<file path="config.mk">
export PLATFORM = sky130hd
export DESIGN_NAME = grb_ram
export DESIGN_NICKNAME = d
export VERILOG_FILES = /design/src/sv/grb_ram.sv
export SDC_FILE = /design/constraint.sdc
export NUM_CORES = 1
export LEC_CHECK = 0
export BUFFER_PORTS_ARGS = -buffer_cell sky130_fd_sc_hd__buf_4
export CORE_MARGIN = 5
export CORE_UTILIZATION = 62
export CTS_BUF_LIST = sky130_fd_sc_hd__clkbuf_2
export DETAILED_ROUTE_END_ITERATION = 10
export HOLD_SLACK_MARGIN = 0.12
export PLACE_DENSITY = 0.89
export SLEW_MARGIN = 10
export SYNTH_ARGS = -nofsm -noshare
export SYNTH_HDL_FRONTEND = slang
export SYNTH_SLANG_ARGS = --single-unit
</file>
<file path="constraint.sdc">
create_clock -name clk -period 3.6 [get_ports clk]
set_input_delay 0.72 -clock clk [delete_from_list [all_inputs] [get_ports clk]]
set_output_delay 0.72 -clock clk [all_outputs]
set_load 0.1 [all_outputs]
</file>
<file path="src/sv/grb_ram.sv">
// grb_ram: generic single-write, single-read RAM with registered read data.
// No dependencies.
module grb_ram #(
	parameter int WIDTH = 16,
	parameter int DEPTH = 16
) (
	input  logic                     clk,
	input  logic                     wr_en,
	input  logic [$clog2(DEPTH)-1:0] wr_addr,
	input  logic [WIDTH-1:0]         wr_data,
	input  logic                     rd_en,
	input  logic [$clog2(DEPTH)-1:0] rd_addr,
	output logic [WIDTH-1:0]         rd_data
);

	logic [WIDTH-1:0] mem [DEPTH];

	// write port, registered read that holds when not enabled
	always_ff @(posedge clk) begin
		if (wr_en) begin
			mem[wr_addr] <= wr_data;
		end
		if (rd_en) begin
			rd_data <= mem[rd_addr];
		end
	end

endmodule

</file>
After elaboration in Yosys (flattened, before gate mapping):

Memory sizes are Yosys's and may differ from the RTL's. A register that Yosys moved wholly into a read port is not among the register bits.
Cells that the tools add are included.

* flip-flop bits (word level): 0
* RAM bits: 256
* input port bits: 27
* output and inout port bits: 16
* memories kept: 1

* mux-type cells: 2

Memories
* mem: words 16, bits a word 16, read ports 1, clocked after Yosys merged registers in 1, write ports 1, line 16 `logic [WIDTH-1:0] mem [DEPTH];`

Operator list (number)
* $mux 1: 2

Longest topological paths before layout:

Gate-level depths: netlist (run 1).

* depth in word-level cells: 2
* mapped depth: 5
* gate-level depth less buffers: 3

Least setup slack after synthesis (run 1):

Ideal clock, no wire load.

* path type: input to register
* from: in wr_addr[2]
* to: mem mem[0][0], enable pin
* library setup time: 409 ps
* arrival time: 2366 ps
* data required time: 3191 ps
* slack: 825 ps
* cell stages on the path: 2
* path buffers: 0
* cell sequence: or3b_2 nor3_1

RTL lines
* from (decl): line 9 `input logic [$clog2(DEPTH)-1:0] wr_addr,`
* to (decl): line 16

Straight into the memory's write port.

Worst setup path in the final report (run 1):

* from: reg rd_data[10], read port of mem
* to: out rd_data[10]

RTL lines
* from (decl): line 13 `output logic [WIDTH-1:0] rd_data`

No word-level cell between the ends.

==> impl_results.md, run 1 <==
* Pwr/cell area at a little over 500 nW/um^2
* Register-to-register setup slack at 2.10 ns
* Netlist cell types at 18
* Worst Path Required at about 2.9 ns
* Final Critical Period at between 2 and 2.5 ns
* Detailed Route WL at ~21,000 um
* Worst setup startpoint: rd_data[10]
* Sequential area share after synthesis at between 80 and 90%
* Layout filler cell count at between 900 and 1,000
* Synth top area share at 80.0%
* Synth warn at 0
* Final Setup Violations at 0
* Final hold violation count at 0
* Antenna Nets Post-Route at 0
* R2r endpoint: rd_data[4]
* Dpl hpwl at 11,700 um
* RSZ-0062 raised after global routing: no
* Net Sw Power at between 1 and 1.5 mW
* Comb power frac at 7.6%
* DR vias/cell at approximately 6.1
* Max VDD drop at around 0.00024 V
* Die X at approximately 140 um
* Predominant post-synthesis flop cell: edfxtp_1
* Final #Nets at ~570
* Max-Cap Viols at 0
* Drt drc at 0
* Num CTS Buffers at 60
* Synthesized area per cell at around 24 um^2
* Port buffer count at 42
* Initial Utilization at 62.4%
* Max incr delay on CP at between 0.3 and 0.4 ns
* Fraction of layout instances using a drive strength above 1 at between 30% and 40%
* CP max FO at 1
* CTS root buf: clkbuf_2
* Post-synth EDFFs at roughly 270
* Largest area contributor in the netlist: edfxtp_1
* Die Y at between 100 and 150 um
* WL per Instance at between 20 and 30 um
* CP cell instances: buf_4
* Internal power at 4.39 mW
* Synth-to-layout area growth at 12.5%
* CTS tree: yes
* Tot Pwr at between 5 and 6 mW
* Setup crit end: rd_data[10]
* Bufs on Longest Clock Path at 3
* CTS sink cnt at between 200 and 300
* Routability Congestion at 0.714
* Row count at 47
* Pre-antenna DRT Iters at 5
* Switching share of power at between 20% and 30%
* Crit-path slowest cell: edfxtp_1
* Buf+Inv Stages, Crit Path at 1
* GRT Overall Usage at between 20 and 25%
* WS Path Type: reg -> out
* Clock power frac at between 30 and 40%
* Syn Inst Count at 432
* Final Skew at 0.0289 ns
* Post-Synthesis Net Count at around 460
* Overflow left after global routing at 0
* Critical path launch point type: flop
* Max-slew headroom at roughly 27%
* Final Max Slew Viols at 0
* Largest net degree at the start of global routing at 59
* Reg2reg start: mem[1][4]
* Initial antenna violation count at 1
* Synth area leaders: edfxtp_1, mux4_2, mux4_1
* Vias in the first global route at between 5,000 and 6,000
* WHS at just over 0.2 ns
* Critical Path AT at about 1.5 ns
* Clock latency on the worst-skew pair at between 0.8 and 0.9 ns
* Post-route setup TNS at 0 ns
* H-tree level count at 2
* Synthesized area at 10,200 um^2
* Final period util at ~60%
* Worst path depth at 1
* FFs w/ async S/R, synth at 0%
* Count leader, synth: edfxtp_1
* Core Footprint at around 16,000 um^2
* Postcts setup bufs at 0
* Crit path capture type: output pin
* Ports at 43
* Cell depth of the worst flop-to-flop path at 3
* Slew @ Worst Pin at approximately 1.1 ns
* Initial DRC Count at 420
* Vias post-DR at between 4,000 and 5,000
* Leak Pwr at 3.87 nW
* Fmax at approximately 0.45 GHz
* First-pass GRT wire length at 31,400 um
* Outcome: finished clean
* Cell family with most CP delay: flip-flops
* Die ar. at 19,100 um^2
* Worst hold-check path type: in -> reg
* Sequential group share of total power at 62.0%
* Synth cell count leaders: edfxtp_1, mux4_2, a22oi_1
* Clock transition at path regs at roughly 0.10 ns
* Synthesized flop and latch total at around 270
==> kinds of logic after synthesis <==
kind of cell	Yosys count	synth area share, %
compound gates	32	2.35
flops	272	80.0
buf+inv	21	1.21
simple gates	43	1.89
mux	64	14.5
==> stage by stage <==
step,util [%],cells,worst slack [ns],cell area (um^2)
finish,70.2,812,1.38,11500
detailed placement,66.5,696,0.955,10900
global route,70.2,812,1.25,11500
global placement,66.5,696,1.00,10900
CTS,69.9,806,1.28,11400
floorplan,-,432,0.825,10200
==> worst min-delay path by stage <==
| stage | startpoint | end | slack [ns] | cells past startpoint |
|---|---|---|---|---|
| finish | wr_data[5] | mem[10][5] | 0.21 | 1 |
| global route | wr_data[10] | mem[14][10] | 0.12 | 1 |
| CTS | wr_data[9] | mem[13][9] | 0.12 | 1 |
| detailed placement | mem[12][8] | rd_data[8] | 0.73 | 3 |
| global placement | mem[12][8] | rd_data[8] | 0.73 | 3 |
| floorplan | mem[14][0] | rd_data[0] | 0.71 | 3 |
==> cell type report <==
class	count	area, um^2	share of cell area (%)
repair buffers	73	581	5.06
clock inverters	14	55.1	0.480
multi-input cells	139	1930	16.8
flip-flops and latches	272	8170	71.1
clock buffers	93	465	4.05
diodes	1	2.50	0.0218
well taps	220	275	2.40
==> power by group through the flow <==
stage,Sequential [mW],Clock (mW),Combinational (mW)
finish,3.58,1.76,0.436
CTS,3.58,1.80,0.434
global route,3.59,2.00,0.463
detailed placement,3.66,0,0.431
global placement,3.65,0,0.414
floorplan,3.76,0,0.173
==> state kept, by name (all words and copies together) (netlist names) <==
signal,count
rd_data,16
mem,256
==> worst register-to-register path: cells and delay by family, from the launching register on <==
kind,cells,cell delay [ns]
muxes,1,0.53
AOI/OAI and AO/OA,1,0.21
and+or+nand+nor,1,0.09
DFF,1,0.41
==> timing repair <==
item | 4_1_cts | 5_1_grt
hold buffers | 3 | 5
hold endpoints to repair | 16 | 38
endpoints found under the setup margin | 0 | 0
gates resized for setup | 0 | 0
==> metal layers <==
| layer | global-route usage (%) | vias up | wire (um) |
|---|---|---|---|
| li1 | - | 2123 | - |
| met1 | 29.6 | 2533 | 7680 |
| met2 | 36.9 | 251 | 10900 |
| met3 | 5.35 | 35 | 1640 |
| met4 | 7.33 | 0 | 403 |
| met5 | 0 | - | 0 |
==> cell usage in the layout, fill, tap and decap left out, drive strengths merged <==
cell,synthesis,layout
nor2,13,13
nand2,17,17
clkbuf,8,93
inv,0,2
clkinv,0,12
nor2b,2,2
diode,0,1
mux4,64,64
or3b,1,1
nand2b,2,2
and2,1,1
nand3b,2,2
buf,13,65
nand3,1,1
edfxtp,272,272
nor3,4,4
dlygate4sd3,0,8
a22oi,32,32
Power figures use the tool's default switching activity.
==> run 2: changes to the inputs <==
Settings changed: CORE_UTILIZATION 62 to 57, PLACE_DENSITY 0.89 to 0.86.
Clock period 3.6 ns to 2 ns, I/O delays scaled along.
==> run 2 against run 1 <==
Clock-buffer cell count decreased by 9. Design area increased by 3.8%. Total power increased by 87%. Die area increased by 8.1%. Routed wire length increased by 0.67%. Hold slack got worse by 0.0064 ns.
==> impl_results.md, run 2 (same netlist as run 1, synthesis figures left out) <==
* Outcome: finished clean
* Initial antenna violation count at 0
* Bufs on Longest Clock Path at 3
* CP max FO at 1
* Slew @ Worst Pin at roughly 1.0 ns
* Largest regs: mem: 256 flops, rd_data: 16 flops
* CTS sink cnt at roughly 270
* Die X at 144 um
* Die Y at ~140 um
* CTS root buf: clkbuf_2
* CP cell instances: buf_6
* WS Path Type: reg -> out
* Clock latency on the worst-skew pair at 0.83 ns
* Final #Nets at a little under 600
* Place WS at -0.0333 ns
* Critical Path AT at 1.52 ns
* Vias post-DR at 5,046
* Crit-path slowest cell: edfxtp_1
* Final Skew at about 0.022 ns
* Largest register FFs at about 260
* Postcts setup bufs at 0
* Commonest non-fill, non-tap cell in the layout: edfxtp_1
* Max VDD drop at roughly 0.0005 V
* Critical path launch point type: flop
* Layout filler cell count at between 1,000 and 1,500
* Biggest register: mem
* Largest net degree at the start of global routing at 29
* Commonest non-fill, non-tap cells in the layout: edfxtp_1, clkbuf_2, mux4_2
* Port buffer count at 42
* Num CTS Buffers at 61
* Pre-antenna DRT Iters at 5
* Initial DRC Count at 594
* Synth-to-layout area growth at 16.8%
* Detailed Route WL at 20,700 um
* Dpl hpwl at ~12,000 um
* Tot Pwr at approximately 11 mW
* Final hold violation count at 0
* Fmax at about 0.52 GHz
* GRT Overall Usage at about a fifth
* Fraction of layout instances using a drive strength above 1 at between 30% and 40%
* Clock transition at path regs at between 0.1 and 0.15 ns
* Final Setup Violations at 0
* Final Max Slew Viols at 0
* Overflow left after global routing at 0
* Max-Cap Viols at 0
* First-pass GRT wire length at about 32,000 um
* Initial Utilization at between 50% and 60%
* Core Footprint at about 18,000 um^2
* Ports at 43
* Die ar. at 20,700 um^2
* Max-slew headroom at around 33%
* Ant diodes at 0
* DR vias/cell at between 5 and 6
* Drt drc at 0
* Pwr/cell area at a little over 900 nW/um^2
* Max incr delay on CP at between 0.4 and 0.5 ns
* Final Critical Period at ~1.9 ns
* Antenna Nets Post-Route at 0
* Row count at just under 50
* RSZ-0062 raised after global routing: yes
* Vias in the first global route at 5,464
* Leak Pwr at roughly 4 nW
* CTS tree: yes
* WL per Instance at ~25 um
* Routability Congestion at 0.759
* H-tree level count at 2
* Worst Path Required at 1.60 ns
* Final period util at between 90% and 100%
* Crit path capture type: output pin
* Buf+Inv Stages, Crit Path at 1
* Final worst slack at approximately 0.085 ns
* Cell family with most CP delay: flip-flops
* Worst hold-check path type: in -> reg
[run 2: changes by cell type in the layout (fill, tap and decap cells not counted), sizes merged]
cell,change
clkbuf,-9
diode,-1
clkinv,+15
bufinv,+2
dlygate4sd3,+12
buf,+5
inv,-1
[run 2: path summary, 6_finish.rpt]
path                            slack, ns          to       start  depth (start not counted)
worst min register to register       0.74  rd_data[0]  mem[14][0]                          3
worst max register to register       0.54  rd_data[7]   mem[1][7]                          3
worst min-delay path                 0.20  rd_data[1]  rd_addr[0]                          4
worst max-delay path                 0.08  rd_data[8]  rd_data[8]                          1
[run 2: through the flow]
step	util (%)	hold slack, ns	area (um^2)	cells	TNS (ns)
after floorplan	-	0.499	10200	432	-0.715
after CTS	66.9	0.132	11900	844	0
final	67.0	0.202	11900	844	0
after global placement	62.4	0.684	11100	710	0
after global routing	67.0	0.129	11900	844	-0.110
after detailed placement	62.4	0.704	11100	710	-0.0333
[run 2: repair_timing]
| item | 4_1_cts | 5_1_grt |
|---|---|---|
| gates resized for setup | 4 | 4 |
| hold buffers | 20 | 0 |
| pin swaps | 0 | 0 |
| endpoints found under the setup margin | 4 | 7 |
| hold endpoints to repair | 332 | 0 |
[run 2: layout make-up]
cell class | count | area (um^2) | area share [%]
Clock inverter | 30 | 176 | 1.48
Tap cell | 229 | 287 | 2.40
Timing Repair Buffer | 90 | 931 | 7.81
Sequential cell | 272 | 8170 | 68.5
Multi-Input combinational cell | 139 | 1930 | 16.2
Clock buffer | 84 | 420 | 3.53
[run 2: metal layers]
layer	wire [um]	up-vias	GRT usage, %	share of wire [%]
met2	10300	288	33.6	50
met1	7910	2564	30.0	38
met4	413	0	6.49	2.0
li1	-	2158	-	-
met5	0	-	0	0
met3	2060	36	5.76	9.9
[run 2: report_power, final]
part | internal [mW] | total (mW) | switching (mW)
Clock | 1.43 | 3.49 | 2.07
Combinational | 0.314 | 0.841 | 0.527
Sequential | 6.41 | 6.45 | 0.0409
Total | 8.15 | 10.8 | 2.63
